==> config.mk <==
export PLATFORM = sky130hd
export DESIGN_NAME = quoted_printable_decoder
export DESIGN_NICKNAME = d
export VERILOG_FILES = /design/src/hw/rtl/qpd_pkg.sv /design/src/hw/rtl/qpd_step.sv /design/src/hw/rtl/quoted_printable_decoder.sv
export SDC_FILE = /design/constraint.sdc
export NUM_CORES = 1
export LEC_CHECK = 0
export BUFFER_PORTS_ARGS = -buffer_cell sky130_fd_sc_hd__buf_2
export CAP_MARGIN = 20
export CORE_UTILIZATION = 62
export CTS_CLUSTER_SIZE = 16
export DETAILED_ROUTE_END_ITERATION = 7
export GPL_TIMING_DRIVEN = 0
export PLACE_DENSITY = 0.92
export REMOVE_ABC_BUFFERS = 1
export SLEW_MARGIN = 20
export SYNTH_ARGS = -nofsm -noshare
export SYNTH_HDL_FRONTEND = slang
export SYNTH_SLANG_ARGS = --single-unit
==> constraint.sdc <==
create_clock -name clk -period 7.4 [get_ports clk]
set_input_delay 1.48 -clock clk [delete_from_list [all_inputs] [get_ports clk]]
set_output_delay 1.48 -clock clk [all_outputs]
set_load 0.005 [all_outputs]
==> src/hw/rtl/qpd_pkg.sv <==
// Shared types, constants and the hex digit helper for the quoted-printable decoder.
// No dependencies; used by qpd_step and quoted_printable_decoder.
package qpd_pkg;

    localparam logic [1:0] PH_TEXT = 2'd0;
    localparam logic [1:0] PH_HI   = 2'd1;
    localparam logic [1:0] PH_LO   = 2'd2;

    localparam logic [1:0] ST_OK    = 2'd0;
    localparam logic [1:0] ST_LONG  = 2'd1;
    localparam logic [1:0] ST_INVAL = 2'd2;

    localparam logic [7:0] CH_EQUALS = 8'h3D;
    localparam logic [7:0] CH_SPACE  = 8'h20;
    localparam logic [7:0] CH_TILDE  = 8'h7E;
    localparam logic [7:0] CH_TAB    = 8'h09;
    localparam logic [7:0] CH_CR     = 8'h0D;
    localparam logic [7:0] CH_LF     = 8'h0A;

    typedef struct packed {
        logic [1:0]  phase;
        logic [3:0]  high_nibble;
        logic [15:0] out_count;
        logic [1:0]  error_code;
    } dec_state_t;

    typedef struct packed {
        logic        emit;
        logic [7:0]  out_byte;
        logic        is_final;
        logic [1:0]  status;
        logic [15:0] out_length;
    } dec_result_t;

    // bit 4: digit is valid, bits 3:0: its value
    function automatic logic [4:0] hex_digit(input logic [7:0] ch);
        logic [4:0] r;
        r = 5'd0;
        if (ch >= 8'h30 && ch <= 8'h39)
            r = {1'b1, ch[3:0]};
        else if ((ch >= 8'h61 && ch <= 8'h66) || (ch >= 8'h41 && ch <= 8'h46))
            r = {1'b1, ch[3:0] + 4'd9};
        return r;
    endfunction

endpackage

==> src/hw/rtl/qpd_step.sv <==
// Next-state and result logic for one character of the decoder.
// Depends on qpd_pkg.
module qpd_step (
    input  qpd_pkg::dec_state_t  cur,
    input  logic [7:0]           in_byte,
    input  logic                 is_end,
    input  logic [15:0]          capacity,
    output qpd_pkg::dec_state_t  nxt,
    output qpd_pkg::dec_result_t res
);

    logic [4:0] hex;

    assign hex = qpd_pkg::hex_digit(in_byte);

    always_comb
    begin
        nxt = cur;
        res = '0;
        if (is_end)
        begin
            res.emit       = 1'b1;
            res.is_final   = 1'b1;
            res.out_length = cur.out_count;
            if (cur.error_code == qpd_pkg::ST_OK && cur.phase != qpd_pkg::PH_TEXT)
                res.status = qpd_pkg::ST_INVAL;
            else
                res.status = cur.error_code;
            nxt = '0;
        end
        else if (cur.error_code == qpd_pkg::ST_OK)
        begin
            case (cur.phase)
                qpd_pkg::PH_HI:
                begin
                    if (hex[4])
                    begin
                        nxt.high_nibble = hex[3:0];
                        nxt.phase       = qpd_pkg::PH_LO;
                    end
                    else
                    begin
                        nxt.error_code = qpd_pkg::ST_INVAL;
                        nxt.phase      = qpd_pkg::PH_TEXT;
                    end
                end
                qpd_pkg::PH_LO:
                begin
                    nxt.phase = qpd_pkg::PH_TEXT;
                    if (hex[4])
                    begin
                        res.emit      = 1'b1;
                        res.out_byte  = {cur.high_nibble, hex[3:0]};
                        nxt.out_count = cur.out_count + 16'd1;
                    end
                    else
                        nxt.error_code = qpd_pkg::ST_INVAL;
                end
                default:
                begin
                    nxt.phase = qpd_pkg::PH_TEXT;
                    if (cur.out_count >= capacity)
                        nxt.error_code = qpd_pkg::ST_LONG;
                    else if (in_byte == qpd_pkg::CH_EQUALS)
                        nxt.phase = qpd_pkg::PH_HI;
                    else if ((in_byte >= qpd_pkg::CH_SPACE && in_byte <= qpd_pkg::CH_TILDE)
                             || in_byte == qpd_pkg::CH_TAB)
                    begin
                        res.emit      = 1'b1;
                        res.out_byte  = in_byte;
                        nxt.out_count = cur.out_count + 16'd1;
                    end
                    else if (in_byte != qpd_pkg::CH_CR && in_byte != qpd_pkg::CH_LF)
                        nxt.error_code = qpd_pkg::ST_INVAL;
                end
            endcase
        end
    end

endmodule

==> src/hw/rtl/quoted_printable_decoder.sv <==
// Quoted-printable decoder top level: input register, decode step, result register.
// Depends on qpd_pkg and qpd_step.
// A request goes from the input register through qpd_step; an emitted result is registered.
// Throughput: one request per cycle; in_ready falls only while both registers are full
// and the result is not taken.
// Reset: async active low; clears the string state and both valid flags, capacity to 65535.
module quoted_printable_decoder (
    input  logic        clk,
    input  logic        rst_n,
    input  logic        cfg_we,
    input  logic [15:0] cfg_wdata,
    input  logic        in_valid,
    output logic        in_ready,
    input  logic [7:0]  in_byte,
    input  logic        is_end,
    output logic        out_valid,
    input  logic        out_ready,
    output logic [7:0]  out_byte,
    output logic        is_final,
    output logic [1:0]  status,
    output logic [15:0] out_length
);

    logic [15:0]          capacity_reg;
    logic                 in_valid_reg;
    logic [7:0]           in_byte_reg;
    logic                 is_end_reg;
    qpd_pkg::dec_state_t  state_reg;
    qpd_pkg::dec_state_t  state_next;
    qpd_pkg::dec_result_t step_res;
    logic                 out_valid_reg;
    logic                 out_valid_next;
    logic [7:0]           out_byte_reg;
    logic                 is_final_reg;
    logic [1:0]           status_reg;
    logic [15:0]          out_length_reg;
    logic                 advance;
    logic                 out_free;

    qpd_step u_step (
        .cur      (state_reg),
        .in_byte  (in_byte_reg),
        .is_end   (is_end_reg),
        .capacity (capacity_reg),
        .nxt      (state_next),
        .res      (step_res)
    );

    assign out_free = !out_valid_reg || out_ready;
    assign advance  = in_valid_reg && out_free;
    assign in_ready = !in_valid_reg || advance;

    always_comb
    begin
        if (advance)
            out_valid_next = step_res.emit;
        else if (out_ready)
            out_valid_next = 1'b0;
        else
            out_valid_next = out_valid_reg;
    end

    always_ff @(posedge clk or negedge rst_n)
    begin
        if (!rst_n)
        begin
            capacity_reg  <= 16'hFFFF;
            in_valid_reg  <= 1'b0;
            out_valid_reg <= 1'b0;
            state_reg     <= '0;
        end
        else
        begin
            if (cfg_we)
                capacity_reg <= cfg_wdata;
            if (in_ready)
                in_valid_reg <= in_valid;
            out_valid_reg <= out_valid_next;
            if (advance)
                state_reg <= state_next;
        end
    end

    always_ff @(posedge clk)
    begin
        if (in_valid && in_ready)
        begin
            in_byte_reg <= in_byte;
            is_end_reg  <= is_end;
        end
        if (advance && step_res.emit)
        begin
            out_byte_reg   <= step_res.out_byte;
            is_final_reg   <= step_res.is_final;
            status_reg     <= step_res.status;
            out_length_reg <= step_res.out_length;
        end
    end

    assign out_valid  = out_valid_reg;
    assign out_byte   = out_byte_reg;
    assign is_final   = is_final_reg;
    assign status     = status_reg;
    assign out_length = out_length_reg;

    // end request clears the string state
    assert property (@(posedge clk) disable iff (!rst_n)
        advance && is_end_reg |=> state_reg.out_count == 16'd0
            && state_reg.error_code == qpd_pkg::ST_OK && state_reg.phase == qpd_pkg::PH_TEXT)
        else $error("string state not cleared after end request");

    // errors stick until the end request
    assert property (@(posedge clk) disable iff (!rst_n)
        advance && !is_end_reg && state_reg.error_code != qpd_pkg::ST_OK
            |=> state_reg.error_code == $past(state_reg.error_code))
        else $error("error code changed before end of string");

    // count moves by one per emitted data byte
    assert property (@(posedge clk) disable iff (!rst_n)
        advance && step_res.emit && !step_res.is_final
            |=> state_reg.out_count == $past(state_reg.out_count) + 16'd1)
        else $error("byte count out of step with emitted data");

    // data results carry no status or length
    assert property (@(posedge clk) disable iff (!rst_n)
        out_valid_reg && !is_final_reg |-> status_reg == qpd_pkg::ST_OK
            && out_length_reg == 16'd0)
        else $error("data result with status or length set");

    assert property (@(posedge clk) disable iff (!rst_n)
        state_reg.phase != 2'd3)
        else $error("unused phase code reached");

endmodule
==> results of run 1 <==
## power by group through the flow
| stage | clock network (mW) | registers (mW) | logic (mW) |
|---|---|---|---|
| CTS | 0.339 | 0.600 | 0.280 |
| finish | 0.335 | 0.603 | 0.281 |
| global placement | 0 | 0.609 | 0.243 |
| detailed placement | 0 | 0.608 | 0.276 |
| global route | 0.357 | 0.609 | 0.316 |
| floorplan | 0 | 0.597 | 0.174 |
## per-stage QoR
step / hold slack, ns / total power, mW
2_1_floorplan: 0.442 / 0.770
3_3_place_gp: 0.459 / 0.852
3_5_place_dp: 0.484 / 0.884
4_1_cts: 0.502 / 1.22
5_1_grt: 0.533 / 1.28
6_report: 0.511 / 1.22
## worst max path at each step
| stage | start | endpoint | slack, ns |
|---|---|---|---|
| 2_1_floorplan | out_ready | is_final | 3.05 |
| 3_3_place_gp | out_ready | out_length[14] | 2.03 |
| 3_5_place_dp | out_ready | state_reg[15] | 3.69 |
| 4_1_cts | out_ready | in_ready | 3.96 |
| 5_1_grt | in_byte_reg[1] | out_length[12] | 3.81 |
| 6_report | out_ready | in_ready | 3.97 |
## placed cells by master (no fill, tap or decap), types with 3 or more instances in the layout
cell type / synthesis / layout
nand2b_1: 3 / 3
o21ai_0: 24 / 24
or4_1: 3 / 3
nor4_1: 6 / 6
a21oi_1: 15 / 15
dfrtp_1: 26 / 26
nor3b_1: 6 / 6
inv_1: 23 / 23
edfxtp_1: 36 / 36
a311o_1: 3 / 3
and3_1: 8 / 8
nor2_1: 17 / 17
o21ai_1: 5 / 5
nand2_1: 41 / 41
o211ai_1: 4 / 4
or2_2: 3 / 3
nand3_1: 12 / 12
and2_1: 19 / 19
nor2b_1: 5 / 5
and4_1: 4 / 4
a22o_1: 5 / 5
ha_1: 25 / 25
a211o_1: 4 / 4
nand4_1: 6 / 6
nor4b_1: 3 / 3
dfstp_2: 16 / 16
buf_2: 2 / 58
clkbuf_8: 0 / 9
nor3_1: 5 / 4
a21o_1: 4 / 4
## cell type report
cell class | count | area (µm²)
clock buffers | 10 | 128
clock inverters | 6 | 77.6
fillers | 449 | 1690
inverters | 23 | 86.3
multi-input cells | 260 | 1740
flip-flops and latches | 78 | 2150
well taps | 77 | 96.3
repair buffers | 62 | 344
## cell families after synthesis
group,Yosys count
AND/OR/NAND/NOR,147
AO/OA/AOI/OAI,84
flip-flops,78
buffers and inverters,40
adder cells (fa/ha/maj),25
multiplexers,3
XOR/XNOR,1
## metal layers
| layer | part of all wire (%) | global-route usage (%) | vias up |
|---|---|---|---|
| met2 | 49 | 42.2 | 139 |
| met3 | 6.1 | 5.17 | 24 |
| met5 | 0 | 0 | - |
| li1 | - | - | 1490 |
| met4 | 2.4 | 11.4 | 0 |
| met1 | 43 | 33.6 | 1486 |
==> metrics.csv, run 1 <==
metric,value,unit
post-place-cells,500,
worst_ep_arrival_time,1.95,ns
drt-wirelength-per-cell,16.0,µm
timing.rr.end,out_length[8],
synth_simple_gate_area_share,19.7,%
start_util,64.2,%
grt_usage,25.8,%
rsz0062_at_grt,no,
dp_hpwl,5770,µm
yosysUniqueCellTypes,54,
synth_most_common_cell,nand2_1,
finalCritPeriodShare,46.4,%
diodes,0,
combPwrFrac,23.1,%
cp-end-kind,output port,
crit_buf_inv,2,
grt_pass1_wl,14100,µm
drt-total-wl,8270,µm
fp.dieArea,6870,µm²
final_cell_area,4620,µm²
tightest_slew,0.957,ns
crit_family,buffers and inverters,
p_sw,375,µW
drtAntennaViolNets,0,
routabilityCongestion,0.930,
synth_compound_gate_area_share,14.4,%
pre_cts_ws,3.69,ns
cp.required,5.92,ns
cts-root-buf,clkbuf_8,
fmax,291,MHz
grt_max_degree,43,
synth_common_cells,"41 x nand2_1, 36 x edfxtp_1, 26 x dfrtp_1",
min_to,state_reg[19],
cellLeakagePower,2.00,nW
viasPerCell,6.08,
rrSetupSlack,4.05,ns
drive_gt1_share,23.2,%
synth_top_family_by_area,simple AND/OR/NAND/NOR gates,
synth_largest_area_cell,edfxtp_1,
fp.coreArea,6310,µm²
power.share.sequential,49.5,%
clk_path_buf_depth,2,
first_pass_iters,4,
cts_made_buffers,9,
worst-path-max-fanout,3,
worst_hold_path_type,reg2reg,
p_int,844,µW
cp_cell_sequence,"buf_2, nor2b_1, nand2_1, buf_2",
synth_fa_ha_area_share,7.72,%
clk-insertion-delay-late,0.35,ns
ctsHoldBuffers,0,
place_area,4420,µm²
route.vias.total,3139,
ys.flop_type,edfxtp_1,
ys_seq_area_share,53.1,%
finClkSkew,0.00971,ns
worstHoldStart,state_reg[19],
outcome,completed,
hold_viol,0,
worstSetupPathType,in2out,
timing.rr.start,in_byte_reg[0],
synth_xor_area_share,0.216,%
slew_viol_final,0,
synth.cell_area,4050,µm²
path_depth,4,
die_y,82.9,µm
ys_top_cells_by_area,"edfxtp_1 27%, dfrtp_1 16%, dfstp_2 10%",
finalSetupTns,0,ns
syn_to_final_growth,14.0,%
synth_cells,378,
io_buffers,58,
startpoint_type,input pin,
postCtsSetupRepairBufs,0,
synth.avg_cell_area,10.7,µm²
synth-warning-count,0,
grt_pass1_vias,3102,
setup_viol,0,
setup_ws,3.97,ns
clkTransAtPathRegs,0.07,ns
synth_edf_count,36,
crit_path_max_incr_delay,0.14,ns
chipWidth,82.9,µm
slew_headroom,36.2,%
grt_overflow,0,
vdd_ir_drop_max,0.186,mV
clkPwrFrac,27.5,%
stdcell_count,516,
cts.sinks,78,
path_common_cell,buf_2,
utilization,73.2,%
hold_path_depth,1,
tritoncts,built,
fin_crit,3.43,ns
r2r_cells,9,
io_pins,59,
synth_mux_area_share,0.772,%
synthArstFlopShare,53.8,%
largest_reg_flops,24,
fin_nets,489,
drv_cap,0,
fp-row-count,29,
cts_resized,0,
synth-seq-cells,78,
drt-initial-drc-count,220,
antenna_found_initial,0,
p_per_area,264,nW/µm²
drc_errors,0,
cts_max_level,3,
synth_top_area_share,26.7,%
cpMaxStageDelayCell,buf_2,
p_sw_share,30.8,%
Power figures use the tool's default switching activity.
==> inputs of run 2 (changes only) <==
--- a/config.mk
+++ b/config.mk
@@ -7,11 +7,11 @@
 export LEC_CHECK = 0
 export BUFFER_PORTS_ARGS = -buffer_cell sky130_fd_sc_hd__buf_2
 export CAP_MARGIN = 20
-export CORE_UTILIZATION = 62
+export CORE_UTILIZATION = 52
 export CTS_CLUSTER_SIZE = 16
 export DETAILED_ROUTE_END_ITERATION = 7
 export GPL_TIMING_DRIVEN = 0
-export PLACE_DENSITY = 0.92
+export PLACE_DENSITY = 0.83
 export REMOVE_ABC_BUFFERS = 1
 export SLEW_MARGIN = 20
 export SYNTH_ARGS = -nofsm -noshare
==> constraint.sdc (replaced) <==
create_clock -name clk -period 3 [get_ports clk]
set_input_delay 0.6 -clock clk [delete_from_list [all_inputs] [get_ports clk]]
set_output_delay 0.6 -clock clk [all_outputs]
set_load 0.005 [all_outputs]
==> run 2 against run 1 <==
Sequential power up 150%. Clock-buffer cell count up 5. Flip-flop and latch count unchanged. Combinational power up 150%. Non-clock buffer count up 4. First-iteration DRC count up 1.4%. Core utilization down 10 points. Setup slack worse by 3.8 ns. Power up 140%. Critical path depth up 6. Register-to-register slack worse by 3.9 ns.
==> metrics.csv, run 2 (synthesized netlist as in run 1, its figures left out) <==
metric,value,unit,change
outcome,completed,,unchanged
whs,0.397,ns,was 0.511 ns
setup_viol,0,,unchanged
drive_gt1_share,23.7,%,was 23.2%
slew_headroom,36.6,%,was 36.2%
finClkSkew,0.00606,ns,was 0.00971 ns
antenna_found_initial,0,,unchanged
tritoncts,built,,unchanged
cp.required,3.05,ns,was 5.92 ns
die_y,90.3,µm,was 82.9 µm
worstSetupPathType,reg2reg,,was in2out
drv_cap,0,,unchanged
power,2.94,mW,was 1.22 mW
routabilityCongestion,0.907,,was 0.930
vdd_ir_drop_max,0.335,mV,was 0.186 mV
worst_hold_path_type,in2async,,was reg2reg
cts_max_level,3,,unchanged
cts.sinks,78,,unchanged
io_buffers,58,,unchanged
clkPwrFrac,25.8,%,was 27.5%
syn_to_final_growth,15.4,%,was 14.0%
combPwrFrac,23.7,%,was 23.1%
drt-total-wl,8030,µm,was 8270 µm
drt-wirelength-per-cell,14.8,µm,was 16.0 µm
p_sw,904,µW,was 375 µW
cts_made_buffers,9,,unchanged
p_int,2.04,mW,was 844 µW
clk_path_buf_depth,2,,unchanged
clkTransAtPathRegs,0.07,ns,about the same
p_sw_share,30.7,%,was 30.8%
power.share.sequential,50.4,%,was 49.5%
fp.dieArea,8150,µm²,was 6870 µm²
drt-initial-drc-count,223,,was 220
fp-row-count,31,,was 29
fp.coreArea,7410,µm²,was 6310 µm²
fin_crit,2.80,ns,
cp-end-kind,flop,,was output port
grt_pass1_vias,2960,,was 3102
timing.rr.start,capacity_reg[7],,was in_byte_reg[0]
route.vias.total,3089,,was 3139
hold_viol,0,,unchanged
viasPerCell,5.70,,was 6.08
largest_reg_flops,24,,unchanged
finalCritPeriodShare,93.4,%,
final_cell_mix,"58 x buf_2, 41 x nand2_1, 36 x edfxtp_1",,unchanged
rsz0062_at_grt,no,,unchanged
fmax,357,MHz,
final_common_cell,buf_2,,unchanged
startpoint,capacity_reg[7],,was out_ready
diodes,0,,unchanged
clk-insertion-delay-late,0.34,ns,was 0.35 ns
chipWidth,90.3,µm,was 82.9 µm
first_pass_iters,5,,was 4
p_per_area,629,nW/µm²,was 264 nW/µm²
tightest_slew,0.947,ns,was 0.957 ns
drc_errors,0,,unchanged
io_pins,59,,unchanged
grt_max_degree,43,,unchanged
cellLeakagePower,2.01,nW,was 2.00 nW
drtAntennaViolNets,0,,unchanged
slew_viol_final,0,,unchanged
startpoint_type,flop,,was input pin
ctsHoldBuffers,0,,unchanged
grt_pass1_wl,13700,µm,was 14100 µm
worst-path-max-fanout,9,,was 3
worst_ep_arrival_time,2.85,ns,was 1.95 ns
dp_hpwl,5440,µm,was 5770 µm
utilization,63.1,%,was 73.2%
cts-root-buf,clkbuf_8,,unchanged
fin_nets,493,,was 489
start_util,54.7,%,was 64.2%
grt_usage,21.1,%,was 25.8%
grt_overflow,0,,unchanged
==> run 2: stage by stage <==
stage | cells | area [µm²] | TNS [ns] | worst slack, ns
after floorplan | 361 | 3970 | -31.67 | -1.13
after global placement | 518 | 4390 | -67.67 | -2.33
after detailed placement | 522 | 4430 | -2.67 | -0.232
after CTS | 540 | 4650 | 0 | 0.0308
after global routing | 542 | 4680 | 0 | 0.0393
final | 542 | 4680 | 0 | 0.199
==> run 2: worst paths after layout <==
| kind | to | slack (ns) | depth (start not counted) |
|---|---|---|---|
| setup / recovery | out_length[11] | 0.20 | 10 |
| setup reg to reg | out_length[11] | 0.20 | 10 |
| min in group clk | in_byte_reg[7] | 0.43 | 1 |
| hold reg to reg | state_reg[21] | 0.49 | 2 |
| hold / removal | state_reg[2] | 0.40 | 1 |
| max in group asynchronous | state_reg[11] | 2.03 | 1 |
==> run 2: layout make-up <==
| cell class | count | area [µm²] |
|---|---|---|
| fillers | 575 | 2730 |
| flip-flops and latches | 78 | 2150 |
| multi-input cells | 260 | 1770 |
| repair buffers | 66 | 362 |
| clock buffers | 15 | 156 |
| well taps | 99 | 124 |
| inverters | 23 | 86.3 |
| clock inverters | 1 | 30.0 |
==> run 2: critical path: stages, from the launching register on <==
cell and delay [ns]:
dfstp_2 0.52, inv_1 0.05, ha_1 0.32, a21oi_1 0.14, o21ai_0 0.14, a32oi_1 0.24, nand3_1 0.28, o21ba_2 0.32
nor3_4 0.13, buf_4 0.19, buf_4 0.17
==> run 2: layer usage <==
metal	wire [µm]	vias to the layer above	part of all wire [%]	global-route usage (%)
li1	-	1496	-	-
met1	3620	1457	45	27.8
met2	3740	117	47	33.0
met3	500	19	6.2	5.39
met4	171	0	2.1	9.68
met5	0	-	0	0
==> run 2: power by group through the flow <==
stage,clock network (mW),logic (mW),registers (mW)
after floorplan,0,0.428,1.47
after global routing,0.825,0.785,1.51
final,0.761,0.698,1.48
after detailed placement,0,0.661,1.50
after global placement,0,0.604,1.50
after CTS,0.775,0.689,1.48
==> run 2: what timing repair did <==
| item | in CTS | in global routing |
|---|---|---|
| setup endpoints to repair | 28 | 23 |
| pin swaps | 1 | 1 |
| resized for setup | 2 | 2 |
| setup buffers | 2 | 2 |
